<file path="src/hdl/ps2md_pkg.sv">
// Shared types and constants for the PS/2 mouse packet decoder.
package ps2md_pkg;

    localparam int CFG_INDEX_W = 1;
    localparam int CFG_DATA_W  = 8;

    localparam logic [CFG_INDEX_W-1:0] CFG_DEVICE_TYPE    = 1'd0;
    localparam logic [CFG_INDEX_W-1:0] CFG_SCROLL_CAPABLE = 1'd1;

    localparam logic MODE_BYTE = 1'b0;
    localparam logic MODE_POP  = 1'b1;

    localparam logic [7:0] WHEEL_ID = 8'd3;

    localparam logic [2:0] LEN_PLAIN = 3'd3;
    localparam logic [2:0] LEN_WHEEL = 3'd4;

    localparam logic [7:0] BTN_MASK   = 8'h07;
    localparam int         X_SIGN_POS = 4;
    localparam int         Y_SIGN_POS = 5;
    localparam int         X_OVF_POS  = 6;
    localparam int         Y_OVF_POS  = 7;

    typedef struct packed {
        logic [2:0]        buttons;
        logic signed [8:0] x_move;
        logic signed [9:0] y_move;
        logic signed [7:0] wheel_move;
        logic [7:0]        source_id;
    } t_event;

endpackage

</file>
<file path="src/hdl/ps2md_in_if.sv">
// Input channel: one received byte or one pop request per item.
interface ps2md_in_if;
    logic       valid;
    logic       ready;
    logic       mode;
    logic       aux_ready;
    logic [7:0] data_byte;

    modport source (output valid, output mode, output aux_ready, output data_byte,
                    input ready);
    modport sink (input valid, input mode, input aux_ready, input data_byte,
                  output ready);
endinterface

</file>
<file path="src/hdl/ps2md_out_if.sv">
// Output channel: one status and event result per item.
interface ps2md_out_if;
    logic              valid;
    logic              ready;
    logic              event_valid;
    logic [2:0]        buttons;
    logic signed [8:0] x_move;
    logic signed [9:0] y_move;
    logic signed [7:0] wheel_move;
    logic [7:0]        source_id;
    logic              events_waiting;
    logic              byte_dropped;

    modport source (output valid, output event_valid, output buttons, output x_move,
                    output y_move, output wheel_move, output source_id,
                    output events_waiting, output byte_dropped, input ready);
    modport sink (input valid, input event_valid, input buttons, input x_move,
                  input y_move, input wheel_move, input source_id,
                  input events_waiting, input byte_dropped, output ready);
endinterface

</file>
<file path="src/hdl/ps2_mouse_packet_decoder.sv">
// Top level of the PS/2 mouse packet decoder with its event queue.
//
// Each input item is either a byte from the controller (mode 0) or a pop
// request (mode 1). Bytes flagged as auxiliary are gathered into 3-byte
// packets, or 4-byte packets when the device is wheel capable with ID 3.
// A finished packet is decoded and pushed into a ring of QUEUE_DEPTH slots,
// one of which always stays empty; when the ring is full the event is lost
// and byte_dropped is set. A pop returns the oldest event.
// Every input item yields exactly one result item carrying status.
// The accepting edge registers the queue read and the status of an item in the
// middle stage; the result register loads from that stage once it is free, so a
// stall can hold a result back. One item is accepted per cycle while input ready is high.
// When the receiver stalls, the result register and the stage before it fill,
// and input ready drops only once both are occupied. Configuration is to be
// written through the plain write port only while idle; the block never checks.
// Reset clears the packet phase, the queue pointers and both configuration
// registers; the queue memory itself is not cleared.
module ps2_mouse_packet_decoder #(
    parameter int QUEUE_DEPTH = 16
) (
    input  logic                             i_clk,
    input  logic                             i_rst_n,
    input  logic                             i_cfg_we,
    input  logic [ps2md_pkg::CFG_INDEX_W-1:0] i_cfg_index,
    input  logic [ps2md_pkg::CFG_DATA_W-1:0]  i_cfg_data,
    ps2md_in_if.sink                         i_in_ch,
    ps2md_out_if.source                      o_out_ch
);
    import ps2md_pkg::*;

    localparam int IDX_W = $clog2(QUEUE_DEPTH);
    localparam logic [IDX_W-1:0] LAST_IDX = IDX_W'(QUEUE_DEPTH - 1);

    logic [7:0]       r_device_type;
    logic             r_scroll_capable;
    logic [1:0]       r_byte_phase;
    logic [7:0]       r_pkt_b0;
    logic [7:0]       r_pkt_b1;
    logic [7:0]       r_pkt_b2;
    logic [IDX_W-1:0] r_rd_idx;
    logic [IDX_W-1:0] r_wr_idx;
    t_event           r_event_mem [QUEUE_DEPTH];
    t_event           r_rd_data;

    logic r_s1_valid;
    logic r_s1_hit;
    logic r_s1_waiting;
    logic r_s1_dropped;

    logic              r_out_valid;
    logic              r_out_event_valid;
    logic [2:0]        r_out_buttons;
    logic signed [8:0] r_out_x_move;
    logic signed [9:0] r_out_y_move;
    logic signed [7:0] r_out_wheel_move;
    logic [7:0]        r_out_source_id;
    logic              r_out_waiting;
    logic              r_out_dropped;

    logic             in_fire;
    logic             out_free;
    logic             s1_move;
    logic             is_pop;
    logic             pop_hit;
    logic             byte_fire;
    logic [2:0]       pkt_len;
    logic [2:0]       phase_inc;
    logic             pkt_done;
    logic             four_byte;
    logic [7:0]       last_b2;
    logic [8:0]       x_raw;
    logic [9:0]       y_raw;
    logic [IDX_W-1:0] wr_idx_inc;
    logic [IDX_W-1:0] rd_idx_inc;
    logic             q_full;
    logic             push;
    logic             drop;
    logic [IDX_W-1:0] n_rd_idx;
    logic [IDX_W-1:0] n_wr_idx;
    logic [1:0]       n_byte_phase;
    t_event           new_event;

    // The middle stage may advance whenever the result register is free or
    // being emptied; input is taken whenever the middle stage can make room.
    assign out_free       = !r_out_valid || o_out_ch.ready;
    assign s1_move        = r_s1_valid && out_free;
    assign i_in_ch.ready  = !r_s1_valid || out_free;
    assign in_fire        = i_in_ch.valid && i_in_ch.ready;

    assign is_pop    = (i_in_ch.mode == MODE_POP);
    assign pop_hit   = in_fire && is_pop && (r_rd_idx != r_wr_idx);
    assign byte_fire = in_fire && !is_pop && i_in_ch.aux_ready;

    // The packet size is checked against the configuration in force at each byte.
    assign pkt_len   = (r_scroll_capable && (r_device_type == WHEEL_ID)) ? LEN_WHEEL
                                                                         : LEN_PLAIN;
    assign phase_inc = {1'b0, r_byte_phase} + 3'd1;
    assign pkt_done  = (phase_inc >= pkt_len);
    assign four_byte = (phase_inc == LEN_WHEEL) && (pkt_len == LEN_WHEEL);

    // A 3-byte packet completes on the byte that would land in slot two.
    assign last_b2 = (r_byte_phase == 2'd2) ? i_in_ch.data_byte : r_pkt_b2;
    assign x_raw   = {r_pkt_b0[X_SIGN_POS], r_pkt_b1};
    assign y_raw   = 10'd0 - {r_pkt_b0[Y_SIGN_POS], r_pkt_b0[Y_SIGN_POS], last_b2};

    always_comb begin
        new_event.buttons    = 3'(r_pkt_b0 & BTN_MASK);
        new_event.x_move     = r_pkt_b0[X_OVF_POS] ? 9'sd0 : $signed(x_raw);
        new_event.y_move     = r_pkt_b0[Y_OVF_POS] ? 10'sd0 : $signed(y_raw);
        new_event.wheel_move = four_byte ? $signed(i_in_ch.data_byte) : 8'sd0;
        new_event.source_id  = r_device_type;
    end

    assign wr_idx_inc = (r_wr_idx == LAST_IDX) ? '0 : r_wr_idx + 1'b1;
    assign rd_idx_inc = (r_rd_idx == LAST_IDX) ? '0 : r_rd_idx + 1'b1;
    assign q_full     = (wr_idx_inc == r_rd_idx);
    assign push       = byte_fire && pkt_done && !q_full;
    assign drop       = byte_fire && pkt_done && q_full;
    assign n_rd_idx   = pop_hit ? rd_idx_inc : r_rd_idx;
    assign n_wr_idx   = push ? wr_idx_inc : r_wr_idx;

    always_comb begin
        n_byte_phase = r_byte_phase;
        if (byte_fire) begin
            n_byte_phase = pkt_done ? 2'd0 : phase_inc[1:0];
        end
    end

    always_ff @(posedge i_clk) begin
        if (!i_rst_n) begin
            r_device_type    <= '0;
            r_scroll_capable <= 1'b0;
        end else if (i_cfg_we) begin
            case (i_cfg_index)
                CFG_DEVICE_TYPE:    r_device_type    <= i_cfg_data;
                CFG_SCROLL_CAPABLE: r_scroll_capable <= i_cfg_data[0];
                default: ;
            endcase
        end
    end

    always_ff @(posedge i_clk) begin
        if (!i_rst_n) begin
            r_byte_phase <= '0;
            r_rd_idx     <= '0;
            r_wr_idx     <= '0;
        end else begin
            r_byte_phase <= n_byte_phase;
            r_rd_idx     <= n_rd_idx;
            r_wr_idx     <= n_wr_idx;
        end
    end

    // Stored packet bytes; a fourth byte is used directly and never stored.
    always_ff @(posedge i_clk) begin
        if (byte_fire) begin
            case (r_byte_phase)
                2'd0:    r_pkt_b0 <= i_in_ch.data_byte;
                2'd1:    r_pkt_b1 <= i_in_ch.data_byte;
                2'd2:    r_pkt_b2 <= i_in_ch.data_byte;
                default: ;
            endcase
        end
    end

    always_ff @(posedge i_clk) begin
        if (push) begin
            r_event_mem[r_wr_idx] <= new_event;
        end
        if (pop_hit) begin
            r_rd_data <= r_event_mem[r_rd_idx];
        end
    end

    always_ff @(posedge i_clk) begin
        if (!i_rst_n) begin
            r_s1_valid <= 1'b0;
        end else if (in_fire) begin
            r_s1_valid <= 1'b1;
        end else if (s1_move) begin
            r_s1_valid <= 1'b0;
        end
    end

    always_ff @(posedge i_clk) begin
        if (in_fire) begin
            r_s1_hit     <= pop_hit;
            r_s1_waiting <= (n_rd_idx != n_wr_idx);
            r_s1_dropped <= drop;
        end
    end

    always_ff @(posedge i_clk) begin
        if (!i_rst_n) begin
            r_out_valid <= 1'b0;
        end else if (s1_move) begin
            r_out_valid <= 1'b1;
        end else if (o_out_ch.ready) begin
            r_out_valid <= 1'b0;
        end
    end

    always_ff @(posedge i_clk) begin
        if (s1_move) begin
            r_out_event_valid <= r_s1_hit;
            r_out_buttons     <= r_s1_hit ? r_rd_data.buttons : 3'd0;
            r_out_x_move      <= r_s1_hit ? r_rd_data.x_move : 9'sd0;
            r_out_y_move      <= r_s1_hit ? r_rd_data.y_move : 10'sd0;
            r_out_wheel_move  <= r_s1_hit ? r_rd_data.wheel_move : 8'sd0;
            r_out_source_id   <= r_s1_hit ? r_rd_data.source_id : 8'd0;
            r_out_waiting     <= r_s1_waiting;
            r_out_dropped     <= r_s1_dropped;
        end
    end

    assign o_out_ch.valid          = r_out_valid;
    assign o_out_ch.event_valid    = r_out_event_valid;
    assign o_out_ch.buttons        = r_out_buttons;
    assign o_out_ch.x_move         = r_out_x_move;
    assign o_out_ch.y_move         = r_out_y_move;
    assign o_out_ch.wheel_move     = r_out_wheel_move;
    assign o_out_ch.source_id      = r_out_source_id;
    assign o_out_ch.events_waiting = r_out_waiting;
    assign o_out_ch.byte_dropped   = r_out_dropped;

endmodule

</file>
<file path="src/flat_wrapper.sv">
// flat-port wrapper written by rule: the top's interface ports become plain ports
module ps2_mouse_packet_decoder_flat import ps2md_pkg::*;
#(
    parameter int QUEUE_DEPTH = 16
)
  (i_clk, i_rst_n, i_cfg_we, i_cfg_index, i_cfg_data, i_in_ch_valid, i_in_ch_mode, i_in_ch_aux_ready, i_in_ch_data_byte, i_in_ch_ready, o_out_ch_valid, o_out_ch_event_valid, o_out_ch_buttons, o_out_ch_x_move, o_out_ch_y_move, o_out_ch_wheel_move, o_out_ch_source_id, o_out_ch_events_waiting, o_out_ch_byte_dropped, o_out_ch_ready);
  ps2md_in_if i_in_ch_i ();
  ps2md_out_if o_out_ch_i ();
  input  logic i_clk;
  input  logic i_rst_n;
  input  logic i_cfg_we;
  input  logic [ps2md_pkg::CFG_INDEX_W-1:0] i_cfg_index;
  input  logic [ps2md_pkg::CFG_DATA_W-1:0] i_cfg_data;
  input wire logic [$bits(i_in_ch_i.valid)-1:0] i_in_ch_valid;
  input wire logic [$bits(i_in_ch_i.mode)-1:0] i_in_ch_mode;
  input wire logic [$bits(i_in_ch_i.aux_ready)-1:0] i_in_ch_aux_ready;
  input wire logic [$bits(i_in_ch_i.data_byte)-1:0] i_in_ch_data_byte;
  output wire logic [$bits(i_in_ch_i.ready)-1:0] i_in_ch_ready;
  output wire logic [$bits(o_out_ch_i.valid)-1:0] o_out_ch_valid;
  output wire logic [$bits(o_out_ch_i.event_valid)-1:0] o_out_ch_event_valid;
  output wire logic [$bits(o_out_ch_i.buttons)-1:0] o_out_ch_buttons;
  output wire logic [$bits(o_out_ch_i.x_move)-1:0] o_out_ch_x_move;
  output wire logic [$bits(o_out_ch_i.y_move)-1:0] o_out_ch_y_move;
  output wire logic [$bits(o_out_ch_i.wheel_move)-1:0] o_out_ch_wheel_move;
  output wire logic [$bits(o_out_ch_i.source_id)-1:0] o_out_ch_source_id;
  output wire logic [$bits(o_out_ch_i.events_waiting)-1:0] o_out_ch_events_waiting;
  output wire logic [$bits(o_out_ch_i.byte_dropped)-1:0] o_out_ch_byte_dropped;
  input wire logic [$bits(o_out_ch_i.ready)-1:0] o_out_ch_ready;
  assign i_in_ch_i.valid = i_in_ch_valid;
  assign i_in_ch_i.mode = i_in_ch_mode;
  assign i_in_ch_i.aux_ready = i_in_ch_aux_ready;
  assign i_in_ch_i.data_byte = i_in_ch_data_byte;
  assign i_in_ch_ready = i_in_ch_i.ready;
  assign o_out_ch_valid = o_out_ch_i.valid;
  assign o_out_ch_event_valid = o_out_ch_i.event_valid;
  assign o_out_ch_buttons = o_out_ch_i.buttons;
  assign o_out_ch_x_move = o_out_ch_i.x_move;
  assign o_out_ch_y_move = o_out_ch_i.y_move;
  assign o_out_ch_wheel_move = o_out_ch_i.wheel_move;
  assign o_out_ch_source_id = o_out_ch_i.source_id;
  assign o_out_ch_events_waiting = o_out_ch_i.events_waiting;
  assign o_out_ch_byte_dropped = o_out_ch_i.byte_dropped;
  assign o_out_ch_i.ready = o_out_ch_ready;
  ps2_mouse_packet_decoder #(.QUEUE_DEPTH(QUEUE_DEPTH)) u_core (.i_clk(i_clk), .i_rst_n(i_rst_n), .i_cfg_we(i_cfg_we), .i_cfg_index(i_cfg_index), .i_cfg_data(i_cfg_data), .i_in_ch(i_in_ch_i), .o_out_ch(o_out_ch_i));
endmodule
</file>
<file path="config.mk">
export PLATFORM = sky130hd
export DESIGN_NAME = ps2_mouse_packet_decoder_flat
export DESIGN_NICKNAME = d
export VERILOG_FILES = /design/src/hdl/ps2md_pkg.sv /design/src/hdl/ps2md_in_if.sv /design/src/hdl/ps2md_out_if.sv /design/src/hdl/ps2_mouse_packet_decoder.sv /design/src/flat_wrapper.sv
export SDC_FILE = /design/constraint.sdc
export NUM_CORES = 1
export LEC_CHECK = 0
export BUFFER_PORTS_ARGS = -buffer_cell sky130_fd_sc_hd__buf_2
export CELL_PAD_IN_SITES_DETAIL_PLACEMENT = 1
export CELL_PAD_IN_SITES_GLOBAL_PLACEMENT = 1
export CORE_MARGIN = 4
export CORE_UTILIZATION = 50
export CTS_CLUSTER_SIZE = 16
export DETAILED_ROUTE_END_ITERATION = 10
export PLACE_DENSITY_LB_ADDON = 0.12
export SETUP_SLACK_MARGIN = 0.5
export SYNTH_ARGS = -nofsm -noshare
export SYNTH_HDL_FRONTEND = slang
export SYNTH_SLANG_ARGS = --single-unit
</file>
<file path="constraint.sdc">
create_clock -name i_clk -period 7.8 [get_ports i_clk]
set_clock_uncertainty 0.2 [all_clocks]
set_input_delay 0 -clock i_clk [delete_from_list [all_inputs] [get_ports i_clk]]
set_output_delay 0 -clock i_clk [all_outputs]
set_load 0.01 [all_outputs]
</file>
==> results.cfg <==
[status]
outcome = finished clean

[critical_path]
arrival_ns = 4.97
rr_endpoint = u_core.r_event_mem[7][29]$_DFFE_PP_
crit_top_cell = buf_4
endpoint_kind = flip-flop
critical_path.startpoint_type = flip-flop
r2r_start = u_core.r_device_type[4]$_SDFFE_PN0P_
cp.required_ns = 7.89
cp.buffers_inverters = 4
r2r_setup_slack_ns = 2.92
cp.depth = 14
critical_path.slowest_cell = nor2_4
criticalPathCategory = flip-flop to flip-flop
startpoint = u_core.r_device_type[4]$_SDFFE_PN0P_
setup.worst_path.end = u_core.r_event_mem[7][29]$_DFFE_PP_
cpPeakStageDelay_ns = 0.86
crit_chain = nor4_1, nand3_1, nor4b_2, buf_4, inv_1, ha_1, nand2b_1, a21o_1, a21oi_1, a211oi_1, buf_4, nand2_1, nor2_4, buf_4
rr_worst_depth = 14
path_delay_family = simple AND/OR/NAND/NOR gates
worstPathMaxFanout = 24

[clock_network]
cts_tree = yes
clock_sinks = 734
root_buffer = clkbuf_16
clk_pin_slew_ns = 0.06
clk_latency_ns = 0.62
clock_path_buffers = 3
htree_num_levels = 3
cts_buffers = 76

[timing]
slew_viol_final = 0
worst_pin_slew_ns = 1.23
setup_viol_count_final = 0
final_hold_viol_count = 0
finalSetupTns_ns = 0
min_period_ns = 4.88
fin_crit_sh = 0.626
grt_setup_unrepaired = false
slew_headroom = 0.178
max_freq_mhz = 205

[yosys]
synth_common_cells = 713 x edfxtp_1, 190 x mux4_2, 47 x and2_1, 37 x clkbuf_1, 27 x nor2_1
synth.cell_area_sq_um = 28000
synth.most_common_cell = edfxtp_1
synth_top_area_share = 0.764
synth_seq_cells = 734
synthCells = 1237
dominantRegCellSynth = edfxtp_1
avgSynthCellArea_sq_um = 22.7
yosys_warnings = 0
syn-num-nets = 1275
yosysTopAreaCell = edfxtp_1
seq_area_frac_synth = 0.779
ys_types = 45
synth_area_leaders = edfxtp_1 76%, mux4_2 15%, dfxtp_1 1.5%, and2_1 1.0%, ha_1 0.62%
synth-edff-count = 713
synthArstFlopShare = 0

[power]
pwr-share-clk = 0.455
power_density_nw_per_um2 = 250
p_leak_nw = 10.5
pwr-share-comb = 0.014
p_sw_mw = 1.58
seqPwrFrac = 0.530
vdd_ir_drop_max_v = 0.000181
p_sw_frac = 0.194
p_int_mw = 6.58

[grt]
grt_pass1_vias = 14100
grt_pass1_wl_um = 97600
gr-total-overflow = 0
antenna_found_initial = 3
grtUsageTotal = 0.225
grt_max_degree = 119

[die]
die_y_um = 245
pin_count = 67
die-area_sq_um = 59900
die_w_um = 245
core_sq_um = 55300
row_count = 86
initial_core_util = 0.507

[routing]
routed_wl_um = 65400
wirelength_met1_um = 27000
ant_nets = 0
met2_length_um = 33700
vias_per_cell = 5.83
routedWlPerCell_um = 29.5
drc_errors = 0
firstDrtPassIters = 5
dr_wl_met3_um = 3590
via_count = 12900
top_layer_used = met4
drt_iter0_drc = 1096

[layout]
area_growth_pct = 16.2
fin_nets = 1446
fillCellCount = 4638
drive_above_1_share = 0.297
stdcell_count = 2216
antenna_cells = 0

[placed_design]
place.gp.congestion = 0.757
dp.cells = 2027
dp_hpwl_um = 38000
io_buffers = 66

[run]
cap_viol_max_count = 0

[min_path]
hp-class = primary input to flip-flop
-- state kept, by name, summed over array words and instances (netlist names), 2 cells and up --
| register | count |
|---|---|
| u_core.o_out_ch.buttons | 3 |
| u_core.o_out_ch.source_id | 8 |
| u_core.o_out_ch.wheel_move | 8 |
| u_core.o_out_ch.x_move | 9 |
| u_core.o_out_ch.y_move | 10 |
| u_core.r_byte_phase | 2 |
| u_core.r_device_type | 8 |
| u_core.r_event_mem | 608 |
| u_core.r_pkt_b0 | 7 |
| u_core.r_pkt_b1 | 8 |
| u_core.r_pkt_b2 | 8 |
| u_core.r_rd_data | 38 |
| u_core.r_rd_idx | 4 |
| u_core.r_wr_idx | 4 |
-- cell usage in the layout, fill, tap and decap left out, drive strengths merged, types with 21 or more instances in the layout --
cell type / synthesis / routed
and2: 48 / 48
buf: 22 / 101
clkbuf: 37 / 88
clkinv: 0 / 34
dfxtp: 21 / 21
dlygate4sd3: 0 / 51
edfxtp: 713 / 713
mux4: 190 / 190
nor2: 27 / 27
nor2b: 24 / 24
-- per-stage QoR --
stage               power [mW]  hold WS, ns  setup WS, ns  area, sq um   util
floorplan                 4.45       -0.101          1.53        28000      -
global placement          4.50       0.0650          3.01        29500  0.533
detailed placement        4.51       0.0695          2.87        29500  0.533
CTS                       8.24       0.0149          2.85        32600  0.589
global route              8.43       0.0512          2.62        32600  0.589
finish                    8.16       0.0358          2.92        32600  0.589
-- power by group through the flow --
stage,sequential [mW],clock [mW],combinational (mW)
floorplan,4.41,0,0.0454
global placement,4.41,0,0.0939
detailed placement,4.41,0,0.0964
CTS,4.33,3.79,0.116
global route,4.33,3.97,0.127
finish,4.33,3.72,0.118
-- layer usage --
| layer | global-route usage | vias to the layer above |
|---|---|---|
| li1 | - | 5495 |
| met1 | 0.312 | 6945 |
| met2 | 0.382 | 415 |
| met3 | 0.0351 | 66 |
| met4 | 0.0529 | 0 |
| met5 | 0 | - |
-- area by class of cell --
cell class,count,area (sq um),share of cell area
clock buffers,88,2020,0.0620
clock inverters,50,546,0.0167
inverters,14,52.6,0.00161
multi-input cells,430,6040,0.185
flip-flops and latches,734,21800,0.670
well taps,748,936,0.0287
repair buffers,152,1140,0.0350
-- timing repair --
item                       CTS  global route
resized for setup            0             0
setup endpoints to repair    0             0
buffers inserted             0             0
hold buffers                51             0
hold endpoints to repair   132             0
-- worst min-delay path by stage --
stage,from,endpoint,slack [ns],cells after the start
3_5_place_dp,i_cfg_data[4],u_core.r_device_type[4]$_SDFFE_PN0P_,0.07,3
6_report,i_in_ch_data_byte[6],u_core.r_pkt_b1[6]$_DFFE_PP_,0.04,2
2_1_floorplan,i_in_ch_data_byte[0],u_core.r_pkt_b0[0]$_DFFE_PP_,-0.10,0
4_1_cts,i_in_ch_data_byte[6],u_core.r_pkt_b1[6]$_DFFE_PP_,0.01,2
5_1_grt,i_in_ch_data_byte[6],u_core.r_pkt_b1[6]$_DFFE_PP_,0.05,2
3_3_place_gp,i_cfg_data[6],u_core.r_device_type[6]$_SDFFE_PN0P_,0.07,3
-- worst reg2reg max path, delay by kind of cell (launching register included) --
kind / cells / cell delay, ns
simple gates: 6 / 2.18
compound gates: 3 / 0.47
fa+ha+maj: 1 / 0.26
flops: 1 / 0.50
buf+inv: 4 / 0.95
-- cells by family after synthesis --
family / after synthesis / synth area share
mux: 209 / 0.160
fa+ha+maj: 14 / 0.00625
flops: 734 / 0.779
buf+inv: 73 / 0.0104
xor+xnor: 18 / 0.00589
simple gates: 156 / 0.0310
compound gates: 33 / 0.00763
No activity file was read; power rests on OpenSTA's default activity.
